### src/tct_pkg.sv
`timescale 1ns / 1ps
`default_nettype none
package tct_pkg;
	localparam int MaxContacts = 10;
	localparam int SlotW = (MaxContacts > 1) ? $clog2(MaxContacts) : 1;
	localparam int CntW = $clog2(MaxContacts + 1);
	// one contact row: id, x, y, dx, dy
	localparam int RowW = 160;

	typedef enum logic [2:0] {
		ACT_FRAME = 3'd0,
		ACT_DOWN  = 3'd1,
		ACT_MOVE  = 3'd2,
		ACT_UP    = 3'd3,
		ACT_QSLOT = 3'd4,
		ACT_QID   = 3'd5
	} action_t;

	typedef enum logic [1:0] {
		KIND_ACK     = 2'd0,
		KIND_RELEASE = 2'd1,
		KIND_REPORT  = 2'd2,
		KIND_DROP    = 2'd3
	} kind_t;
endpackage
`default_nettype wire

### src/tct_ram.sv
`timescale 1ns / 1ps
`default_nettype none
module tct_ram #(
	parameter int Width = 32,
	parameter int Depth = 16
) (
	input  wire logic                     clk,
	input  wire logic                     we,
	input  wire logic [$clog2(Depth)-1:0] waddr,
	input  wire logic [Width-1:0]         wdata,
	input  wire logic [$clog2(Depth)-1:0] raddr,
	output logic      [Width-1:0]         rdata
);
	logic [Width-1:0] mem [Depth];

	always_ff @(posedge clk) begin
		if (we) begin
			mem[waddr] <= wdata;
		end
		rdata <= mem[raddr];
	end
endmodule
`default_nettype wire

### src/touch_contact_tracker_unit.sv
`timescale 1ns / 1ps
`default_nettype none
// touch contact tracker: contact rows and previous-frame ids live in two synchronous rams
// the work per transaction grows with the slots walked (search, compaction, frame copy,
// snapshot scan); the worst case is an id query hitting the last slot with a full snapshot
// one transaction at a time: start is taken only in idle; the strobe lasts one cycle, no stall
// reset (arst_n low) empties both tables at once; ram contents are not cleared
module touch_contact_tracker_unit (
	input  wire logic        clk,
	input  wire logic        arst_n,
	input  wire logic        start,
	output logic             busy,
	input  wire logic [2:0]  action,
	input  wire logic [31:0] contact_id,
	input  wire logic [31:0] pos_x,
	input  wire logic [31:0] pos_y,
	input  wire logic [31:0] delta_x,
	input  wire logic [31:0] delta_y,
	input  wire logic [3:0]  slot_index,
	output logic             result_valid,
	output logic [1:0]       result_kind,
	output logic             found,
	output logic [31:0]      report_id,
	output logic [31:0]      report_x,
	output logic [31:0]      report_y,
	output logic [31:0]      report_dx,
	output logic [31:0]      report_dy,
	output logic             newly_pressed,
	output logic [3:0]       active_count
);
	localparam int SW = tct_pkg::SlotW;
	localparam int CW = tct_pkg::CntW;
	localparam int RW = tct_pkg::RowW;
	localparam int MC = tct_pkg::MaxContacts;

	typedef enum logic [3:0] {
		ST_IDLE, ST_SRCH, ST_DISPATCH, ST_SHIFT, ST_FRAME, ST_QREAD, ST_PSCAN, ST_DONE
	} state_t;

	state_t state_q;
	logic [2:0]  act_q;
	logic [31:0] id_q, px_q, py_q, dx_q, dy_q;
	logic [3:0]  slot_q;
	logic [CW-1:0] cnt_q, pcnt_q;
	logic [CW-1:0] idx_q;       // walk index
	logic          rd_pend_q;   // ram read data for idx_q-1 valid this cycle
	logic          hit_q;
	logic [SW-1:0] hit_slot_q;
	logic [RW-1:0] row_q;       // row being updated, reported or released
	logic          np_q;

	// contact row ram
	logic          c_we;
	logic [SW-1:0] c_waddr, c_raddr;
	logic [RW-1:0] c_wdata, c_rdata;
	// snapshot ram
	logic          p_we;
	logic [SW-1:0] p_waddr, p_raddr;
	logic [31:0]   p_wdata, p_rdata;

	tct_ram #(.Width(RW), .Depth(MC)) u_rows (
		.clk(clk), .we(c_we), .waddr(c_waddr), .wdata(c_wdata),
		.raddr(c_raddr), .rdata(c_rdata)
	);
	tct_ram #(.Width(32), .Depth(MC)) u_prev (
		.clk(clk), .we(p_we), .waddr(p_waddr), .wdata(p_wdata),
		.raddr(p_raddr), .rdata(p_rdata)
	);

	logic [CW-1:0] idx_m1;
	assign idx_m1 = idx_q - CW'(1);

	// saturating accumulate
	function automatic logic [31:0] sat_add(input logic [31:0] a, input logic [31:0] b);
		logic [32:0] s;
		s = {a[31], a} + {b[31], b};
		if (s[32] != s[31]) begin
			return s[32] ? 32'h8000_0000 : 32'h7fff_ffff;
		end
		return s[31:0];
	endfunction

	// ram port steering
	always_comb begin
		c_we = 1'b0;
		c_waddr = hit_slot_q;
		c_wdata = c_rdata;
		c_raddr = idx_q[SW-1:0];
		p_we = 1'b0;
		p_waddr = idx_m1[SW-1:0];
		p_wdata = c_rdata[159:128];
		p_raddr = idx_q[SW-1:0];
		case (state_q)
			ST_DISPATCH: begin
				if ((act_q == tct_pkg::ACT_DOWN || act_q == tct_pkg::ACT_MOVE)) begin
					if (hit_q) begin
						c_we = 1'b1;
						c_waddr = hit_slot_q;
						c_wdata = {row_q[159:128], px_q, py_q,
							(act_q == tct_pkg::ACT_MOVE) ? sat_add(row_q[63:32], dx_q)
								: row_q[63:32],
							(act_q == tct_pkg::ACT_MOVE) ? sat_add(row_q[31:0], dy_q)
								: row_q[31:0]};
					end else if (cnt_q < CW'(MC)) begin
						c_we = 1'b1;
						c_waddr = cnt_q[SW-1:0];
						c_wdata = {id_q, px_q, py_q,
							(act_q == tct_pkg::ACT_MOVE) ? dx_q : 32'd0,
							(act_q == tct_pkg::ACT_MOVE) ? dy_q : 32'd0};
					end
				end
			end
			ST_SHIFT: begin
				// idx_q-1 read arrived: write it one slot down
				c_we = rd_pend_q;
				c_waddr = idx_m1[SW-1:0] - SW'(1);
				c_wdata = c_rdata;
			end
			ST_FRAME: begin
				c_we = rd_pend_q;
				c_waddr = idx_m1[SW-1:0];
				c_wdata = {c_rdata[159:64], 64'd0};
				p_we = rd_pend_q;
			end
			default: ;
		endcase
	end

	always_ff @(posedge clk or negedge arst_n) begin
		if (!arst_n) begin
			state_q <= ST_IDLE;
			busy <= 1'b0;
			result_valid <= 1'b0;
			cnt_q <= '0;
			pcnt_q <= '0;
			idx_q <= '0;
			rd_pend_q <= 1'b0;
			hit_q <= 1'b0;
		end else begin
			result_valid <= 1'b0;
			case (state_q)
				ST_IDLE: begin
					if (start) begin
						busy <= 1'b1;
						act_q <= action;
						id_q <= contact_id;
						px_q <= pos_x;
						py_q <= pos_y;
						dx_q <= delta_x;
						dy_q <= delta_y;
						slot_q <= slot_index;
						idx_q <= '0;
						rd_pend_q <= 1'b0;
						hit_q <= 1'b0;
						np_q <= 1'b1;
						state_q <= ST_SRCH;
					end
				end
				ST_SRCH: begin
					// id search, one row per cycle; frame and slot query skip it
					if (act_q == tct_pkg::ACT_FRAME) begin
						idx_q <= '0;
						rd_pend_q <= 1'b0;
						state_q <= ST_FRAME;
					end else if (act_q == tct_pkg::ACT_QSLOT) begin
						// put the slot on the read address ahead of the read cycle
						idx_q <= CW'(slot_q);
						state_q <= ST_QREAD;
						rd_pend_q <= 1'b0;
					end else if (rd_pend_q && c_rdata[159:128] == id_q) begin
						hit_q <= 1'b1;
						hit_slot_q <= idx_m1[SW-1:0];
						row_q <= c_rdata;
						idx_q <= idx_q;
						state_q <= ST_DISPATCH;
						rd_pend_q <= 1'b0;
					end else if (idx_q >= cnt_q) begin
						state_q <= ST_DISPATCH;
						rd_pend_q <= 1'b0;
					end else begin
						idx_q <= idx_q + CW'(1);
						rd_pend_q <= 1'b1;
					end
				end
				ST_DISPATCH: begin
					result_kind <= tct_pkg::KIND_ACK;
					found <= 1'b0;
					report_id <= '0;
					report_x <= '0;
					report_y <= '0;
					report_dx <= '0;
					report_dy <= '0;
					newly_pressed <= 1'b0;
					state_q <= ST_DONE;
					case (act_q)
						tct_pkg::ACT_DOWN, tct_pkg::ACT_MOVE: begin
							if (!hit_q) begin
								if (cnt_q < CW'(MC)) begin
									cnt_q <= cnt_q + CW'(1);
								end else begin
									result_kind <= tct_pkg::KIND_DROP;
								end
							end
						end
						tct_pkg::ACT_UP: begin
							result_kind <= tct_pkg::KIND_RELEASE;
							report_id <= id_q;
							report_x <= px_q;
							report_y <= py_q;
							if (hit_q) begin
								found <= 1'b1;
								report_dx <= row_q[63:32];
								report_dy <= row_q[31:0];
								// idx_q is hit_slot+1: start shifting from there
								rd_pend_q <= 1'b0;
								state_q <= ST_SHIFT;
							end
						end
						tct_pkg::ACT_QID: begin
							result_kind <= tct_pkg::KIND_REPORT;
							if (hit_q) begin
								idx_q <= '0;
								rd_pend_q <= 1'b0;
								state_q <= ST_PSCAN;
							end
						end
						default: ;
					endcase
				end
				ST_SHIFT: begin
					// read idx_q, write previous read to idx_q-2
					if (idx_q >= cnt_q) begin
						if (!rd_pend_q || idx_q > cnt_q) begin
							cnt_q <= cnt_q - CW'(1);
							state_q <= ST_DONE;
						end
						rd_pend_q <= 1'b0;
						idx_q <= idx_q + CW'(1);
					end else begin
						idx_q <= idx_q + CW'(1);
						rd_pend_q <= 1'b1;
					end
				end
				ST_FRAME: begin
					if (idx_q >= cnt_q && !(rd_pend_q && idx_q == cnt_q)) begin
						pcnt_q <= cnt_q;
						result_kind <= tct_pkg::KIND_ACK;
						found <= 1'b0;
						report_id <= '0;
						report_x <= '0;
						report_y <= '0;
						report_dx <= '0;
						report_dy <= '0;
						newly_pressed <= 1'b0;
						state_q <= ST_DONE;
					end else begin
						rd_pend_q <= idx_q < cnt_q;
						idx_q <= idx_q + CW'(1);
					end
				end
				ST_QREAD: begin
					// slot query: one read, then the snapshot scan; an out-of-range slot ends with found low
					result_kind <= tct_pkg::KIND_REPORT;
					found <= 1'b0;
					report_id <= '0;
					report_x <= '0;
					report_y <= '0;
					report_dx <= '0;
					report_dy <= '0;
					newly_pressed <= 1'b0;
					if ({1'b0, slot_q} >= {1'b0, 4'(cnt_q)} || CW'(slot_q) >= cnt_q
						|| 5'(slot_q) >= 5'(MC)) begin
						state_q <= ST_DONE;
					end else if (!rd_pend_q) begin
						idx_q <= CW'(slot_q);
						rd_pend_q <= 1'b1;
						state_q <= ST_QREAD;
					end else begin
						row_q <= c_rdata;
						hit_q <= 1'b1;
						idx_q <= '0;
						rd_pend_q <= 1'b0;
						state_q <= ST_PSCAN;
					end
				end
				ST_PSCAN: begin
					if (rd_pend_q && p_rdata == row_q[159:128]) begin
						np_q <= 1'b0;
					end
					if (idx_q >= pcnt_q && !(rd_pend_q && idx_q == pcnt_q && 1'b0)) begin
						if (!rd_pend_q || idx_q > pcnt_q || 1'b1) begin
							found <= 1'b1;
							report_id <= row_q[159:128];
							report_x <= row_q[127:96];
							report_y <= row_q[95:64];
							report_dx <= row_q[63:32];
							report_dy <= row_q[31:0];
							newly_pressed <= np_q
								&& !(rd_pend_q && p_rdata == row_q[159:128]);
							state_q <= ST_DONE;
						end
					end else begin
						rd_pend_q <= 1'b1;
						idx_q <= idx_q + CW'(1);
					end
				end
				ST_DONE: begin
					result_valid <= 1'b1;
					active_count <= 4'(cnt_q);
					busy <= 1'b0;
					state_q <= ST_IDLE;
				end
				default: state_q <= ST_IDLE;
			endcase
		end
	end
endmodule
`default_nettype wire
### config.mk
export PLATFORM = sky130hd
export DESIGN_NAME = touch_contact_tracker_unit
export DESIGN_NICKNAME = d
export VERILOG_FILES = /design/src/tct_pkg.sv /design/src/tct_ram.sv /design/src/touch_contact_tracker_unit.sv
export SDC_FILE = /design/constraint.sdc
export NUM_CORES = 2
export LEC_CHECK = 0
export BUFFER_PORTS_ARGS = -buffer_cell sky130_fd_sc_hd__buf_4
export CAP_MARGIN = 10
export CORE_UTILIZATION = 40
export CTS_BUF_LIST = sky130_fd_sc_hd__clkbuf_16
export DETAILED_ROUTE_END_ITERATION = 8
export PLACE_DENSITY = 0.67
export RECOVER_POWER = 100
export SKIP_LAST_GASP = 1
export SYNTH_ARGS = -nofsm -noshare
export SYNTH_HDL_FRONTEND = slang
export SYNTH_SLANG_ARGS = --single-unit
### constraint.sdc
create_clock -name clk -period 34.2 [get_ports clk]
set_input_delay 5.13 -clock clk [delete_from_list [all_inputs] [get_ports clk]]
set_output_delay 5.13 -clock clk [all_outputs]
set_load 0.02 [all_outputs]
**Word-level counts from Yosys, hierarchy flattened**

Memories as Yosys holds them, arrays and structs flattened. A register that Yosys moved wholly into a read port is not among the register bits.
Cells that the tools add are included.

- $add $sub $neg: 7
- Bitwise logic cells: 2
- Reduce and logical (&&, ||, !) cells: 42
- Magnitude comparators: 8
- Equality and inequality tests: 39
- Mux-type cells: 127

Operators by type and width:

| kind | count |
|---|---|
| $mux W160 | 8 |
| $mux W32 | 23 |
| $pmux W160 S2 | 2 |
| $pmux W32 S4 | 5 |
| $mux W4 | 28 |
| $add A32 B32 Y33 | 2 |
| $eq A32 B32 Y1 | 2 |
| $pmux W4 S7 | 2 |
| $mux W1 | 41 |
| $ne A2 B2 Y1 const B | 18 |
| $reduce_and A7 Y1 | 3 |
| $eq A4 B3 Y1 const B | 4 |
| $ge A4 B4 Y1 | 4 |
| $pmux W2 S3 | 2 |
| $pmux W4 S3 | 1 |
| $reduce_and A4 Y1 | 3 |
| $reduce_and A6 Y1 | 2 |
| $sub A4 B1 Y4 const B | 3 |
| $mux W2 | 5 |
| $reduce_and A9 Y1 | 1 |
| $reduce_bool A3 Y1 | 3 |
| $add A4 B1 Y4 const B | 2 |
| $eq A4 B2 Y1 const B | 2 |
| $ne A4 B4 Y1 const B | 2 |
| other kinds (32) | 57 |

- Bits of input ports: 170
- RAM bits: 1920
- Word-level logic and storage cells: 254
- Bits in registers: 520
- Memories kept: 2
- Output and inout port bits: 170

Memories:

| name | depth | bits a word | rd ports | clocked after Yosys merged registers in | write ports | line | RTL |
|---|---|---|---|---|---|---|---|
| u_rows.mem | 10 | 160 | 1 | 1 | 1 | tct_ram.sv:14 | `logic [Width-1:0] mem [Depth];` |
| u_prev.mem | 10 | 32 | 1 | 1 | 1 | tct_ram.sv:14 |  |

**Longest topological paths before layout**

- Depth after elaboration: 11
- Mapped depth: 19
- Gate-level depth less buffers: 18

**Modules after synthesis**

Synthesis repeated with hierarchy kept, for this count alone.

- Cell total of the unflattened synthesis: 6422
- Area total of the unflattened synthesis: 105905.3 µm²

By module, submodules not included:

| module | instances | cells an instance | area an instance (µm²) | seq. area each (µm²) |
|---|---|---|---|---|
| tct_ram at u_rows | 1 | 3415 | 66110.9 | 51249.2 |
| touch_contact_tracker_unit | 1 | 2309 | 26504.2 | 15489.9 |
| tct_ram at u_prev | 1 | 698 | 13290.2 | 10249.8 |

**Worst setup path after synthesis**

OpenSTA, ideal clock, no wires.

- Path kind: in2reg
- From: input start
- To: register np_q (enable)
- Path buffers: 0
- Setup time: 0.374 ns
- Stages on the path: 3
- Required time: 33.826 ns
- Arrival time: 23.600 ns
- Slack: 10.226 ns
- Cells stage by stage: nand2b_1 > nor4b_1 > o21bai_1

- Word-level cells in the longest chain between the ends: 2

Ends and longest elaborated chain:

| element | line | RTL |
|---|---|---|
| from (decl) | touch_contact_tracker_unit.sv:11 | `input wire logic start,` |
| $ne A2 B2 Y1 (no line) | - |  |
| $reduce_and A4 Y1 (no line) | - |  |
| to (signal assigned) | touch_contact_tracker_unit.sv:155 | `np_q <= 1'b1;` |
| to (signal assigned) | touch_contact_tracker_unit.sv:288 | `np_q <= 1'b0;` |
| to (decl) | touch_contact_tracker_unit.sv:50 | `logic np_q;` |

No other way between the ends.
A chain may end at the register's enable or synchronous reset.

**Worst setup path after layout**

- From: register hit_q
- To: memory u_rows.mem[5][45] (netlist name) (enable)

- Word-level cells in the longest chain between the ends: 5
- Elaborated cells between the ends (all ways): 8
- Those cells by class: mux (8)

Ends and longest elaborated chain:

| element | line | RTL |
|---|---|---|
| from (decl) | touch_contact_tracker_unit.sv:47 | `logic hit_q;` |
| from (signal assigned) | touch_contact_tracker_unit.sv:138 | `hit_q <= 1'b0;` |
| from (signal assigned) | touch_contact_tracker_unit.sv:154 | `hit_q <= 1'b0;` |
| from (signal assigned) | touch_contact_tracker_unit.sv:171 | `hit_q <= 1'b1;` |
| $mux W1 | touch_contact_tracker_unit.sv:96 | `if (hit_q) begin` |
| $mux W1 | touch_contact_tracker_unit.sv:95 | `if ((act_q == tct_pkg::ACT_DOWN \|\| act_q == tct_pkg::ACT_MOVE)) begin` |
| $pmux W1 S2 | touch_contact_tracker_unit.sv:93 | `case (state_q)` |
| $mux W1 | tct_ram.sv:17 | `if (we) begin` |
| $mux W1 (not written as such) | tct_ram.sv:18 | `mem[waddr] <= wdata;` |
| to (decl) | tct_ram.sv:14 |  |

Parallel ways exist; a longest one is shown, timed or not.

==> reports/results.txt <==
cell class contributing the biggest share of worst-path delay: buffers and inverters
# hold bufs at CTS: 0
starting density of the core: 0.4020
non-filler cells, final: 9,868
cell-by-cell trace of the critical path: clkbuf_1 > nor2_1 > nor3_1 > nand2_1 > nand2_1 > nand3_1 > nor2_4 > clkbuf_1 > clkbuf_1
critical path buffer and inverter count: 3
worst slew pin tran: 10.39 ns
Net Sw Frac: 0.3072
Die Width: 509.9 µm
net switching power: 3.170 mW
Worst IR Drop VDD: 60.44 µV
Final Cycle Share: 0.5040
Worst-Skew Late Latency: 0.95 ns
Final Max Tran Viols: 3,509
floorplan die area: 260,000 µm²
proportion of power drawn by the clock network: 0.289
fraction of layout instances using a drive strength above 1: 0.1518
area overhead of the layout relative to synthesis: 14.03%
clock buffer count from CTS: 291
worst path arrival time: 17.71 ns
worst min-delay path class: reg2reg
portion of total power attributed to combinational logic: 0.248
Post CTS Setup Buffer Count: 0
shortest clock period the worst path allows after layout: 17.24 ns
Crit Path Category: reg2reg
slowest cell on the critical path: sky130_fd_sc_hd__clkbuf_1
Max H-tree Level: 5
count of maximum capacitance violations: 72
total negative slack: 0 ns
count of endpoints failing hold in the final timing report: 0
root buffer selected by CTS: sky130_fd_sc_hd__clkbuf_16
run status: finished with violations
largest net degree at the start of global routing: 177
total routing usage reported by global routing: 0.1988
number of enable-type register cells in the synthesized netlist: 2,420
FFs w/ async S/R, synth: 0.007222
clock slew at reported path FFs: 0.06 ns
overall routed net length: 261,300 µm
routability cong.: 0.9042
overall overflow remaining after global route: 0
multiplexer area fraction after synthesis: 0.1027
critical path's largest stage delay: 7.17 ns
number of endpoints failing setup at the final stage: 0
count leader, synth: sky130_fd_sc_hd__edfxtp_1
Detailed Routing Iterations Pass 1: 9
HPWL after detailed placement: 147,200 µm
DR vias: 55,910
maximum buffer depth of the clock tree: 4
via count of the first global-routing pass: 56,630
largest area contributor in the netlist: sky130_fd_sc_hd__edfxtp_1
Synth Flop Type: sky130_fd_sc_hd__edfxtp_1
synthesized area: 103,200 µm²
total power of the final layout: 10.32 mW
complex-gate fraction of the synthesized area: 0.07199
xor/xnor cell area share of the yosys netlist: 0.01069
Leak Pwr: 37.92 nW
core region area: 256,700 µm²
area fraction in and, or, nand and nor cells after synthesis: 0.04310
Post-DRT Antenna Nets: 0
DR vias/cell: 5.666
antenna violations before repair: 17
Synth Instances: 5,845
clock tree from TritonCTS: built
number of nets in the synthesized netlist: 6,105
combinational family with the most area after synthesis: multiplexers
number of design-rule violations left by the first detailed-router iteration: 5,724
Pint: 7.149 mW
max frequency: 58.01 MHz
count of placed standard cells including taps: 9,342
number of core rows: 186
setup repair after global routing missed its margin: no
top-area cell type share of the netlist area: 0.7042
flops & latches, synth: 2,631
Worst path most repeated cell: sky130_fd_sc_hd__clkbuf_1
clk_skew: 0.06238 ns
adder-cell area share of the yosys netlist: 0.01113
I/O Buffers: 339
global-route wire length before repair: 380,600 µm
residual DRC count: 8
highest net fanout along the worst path: 124
headroom to the max-slew limit: -5.927
main area contributors after synthesis: sky130_fd_sc_hd__edfxtp_1 70%, sky130_fd_sc_hd__mux4_2 8.4%, sky130_fd_sc_hd__dfxtp_1 3.7%, sky130_fd_sc_hd__a21oi_1 2.0%, sky130_fd_sc_hd__mux2i_1 1.9%
endpoint class of the critical path: flop
chip height: 509.9 µm
part of the total power dissipated in sequential elements: 0.463
leading post-synthesis cells by instance count: 2,420 x sky130_fd_sc_hd__edfxtp_1, 411 x sky130_fd_sc_hd__a21oi_1, 384 x sky130_fd_sc_hd__mux4_2
synthesis warning total: 0
number of distinct library cell variants in the gate-level netlist after synthesis: 80
number of instances resized during post-cts repair: 0
average instance area after synthesis: 17.66 µm²
number of nets in the finished design: 6,519
io pins: 340
startpoint kind of the worst setup timing path: flop
mean routed wirelength per cell: 26.48 µm
share of the yosys chip area belonging to registers: 0.7460
required time worst endpoint: 34.67 ns
violations in the final reports: DRC, capacitance limit, slew limit
PD cells: 87.68 nW/µm²
clk sink count: 2,631
[worst paths after layout]
path                       depth (start not counted)  slack (ns)                      start                           to
setup / recovery                                   9       16.96          hit_q$_DFFE_PN0P_  u_rows.mem[5][45]$_DFFE_PP_
setup reg to reg                                   9       16.96          hit_q$_DFFE_PN0P_  u_rows.mem[5][45]$_DFFE_PP_
max in group asynchronous                          1       28.53                     arst_n       c_raddr[1]$_DFFE_PN0P_
hold reg to reg                                    0        0.42  u_rows.rdata[103]$_DFF_P_         row_q[103]$_DFFE_PP_
hold / removal                                     0        0.42  u_rows.rdata[103]$_DFF_P_         row_q[103]$_DFFE_PP_
min in group asynchronous                          1        4.56                     arst_n        pcnt_q[2]$_DFFE_PN0P_
[final cells by class]
| type | count | area (µm²) |
|---|---|---|
| diodes | 9 | 22.52 |
| clock buffers | 297 | 7432 |
| clock inverters | 212 | 1583 |
| fillers | 21770 | 139000 |
| inverters | 47 | 176.4 |
| multi-input cells | 2836 | 24930 |
| flip-flops and latches | 2631 | 77000 |
| well taps | 3384 | 4234 |
| repair buffers | 452 | 2303 |
[sequential cells by signal, indices dropped and copies added, names as in the netlist, 32 cells and up]
signal	cells
u_rows.mem	1600
u_prev.mem	320
row_q	160
u_rows.rdata	160
dx_q	32
dy_q	32
id_q	32
px_q	32
py_q	32
report_dx	32
report_dy	32
report_id	32
report_x	32
report_y	32
u_prev.rdata	32
[routing by layer]
layer / routed length (µm) / up-vias / track usage
met4: 11050 / 2 / 0.08587
met5: 13 / - / 0
li1: - / 24150 / -
met1: 110800 / 29040 / 0.2745
met3: 16690 / 478 / 0.02946
met2: 122700 / 2246 / 0.3142
[per-stage QoR]
stage	hold WS (ns)	util	cell area (µm²)	setup WS [ns]
2_1_floorplan	0.4081	-	103200	10.23
3_3_place_gp	0.4113	0.4282	109900	26.30
3_5_place_dp	0.4147	0.4282	109900	26.29
4_1_cts	0.4165	0.4633	118900	27.31
5_1_grt	0.4374	0.4584	117700	16.13
6_report	0.4187	0.4584	117700	16.96
[layout by cell type (no fill, tap or decap), drive strengths merged, types with 25 or more instances in the layout]
cell | netlist | layout
a211oi | 209 | 209
a21o | 38 | 38
a21oi | 412 | 412
a221o | 28 | 28
a22o | 101 | 101
a32o | 25 | 25
and3 | 29 | 29
buf | 74 | 32
clkbuf | 257 | 717
clkinv | 1 | 108
dfxtp | 192 | 192
edfxtp | 2420 | 2420
ha | 87 | 87
inv | 46 | 121
mux2i | 194 | 194
mux4 | 384 | 384
nand2 | 339 | 339
nand3 | 33 | 33
nand4 | 26 | 26
nor2 | 143 | 143
nor2b | 270 | 270
o21ai | 148 | 148
xnor2 | 98 | 98
xor2 | 28 | 28
[power by group through the flow]
stage / clock network, mW / registers, mW / logic (mW)
final: 2.98 / 4.77 / 2.56
after global routing: 3.15 / 4.82 / 2.79
after CTS: 3.03 / 4.74 / 2.56
after detailed placement: 0 / 4.80 / 2.54
after global placement: 0 / 4.78 / 2.48
after floorplan: 0 / 4.82 / 1.63
[cells by family (layout without fill, tap and decap cells)]
kind of cell	after synthesis	after routing
fa+ha+maj	90	90
xor+xnor	126	126
mux	579	579
compound gates	1128	1128
other cells	0	9
buf+inv	378	1008
simple gates	913	913
flops	2631	2631
Power figures use the tool's default switching activity.
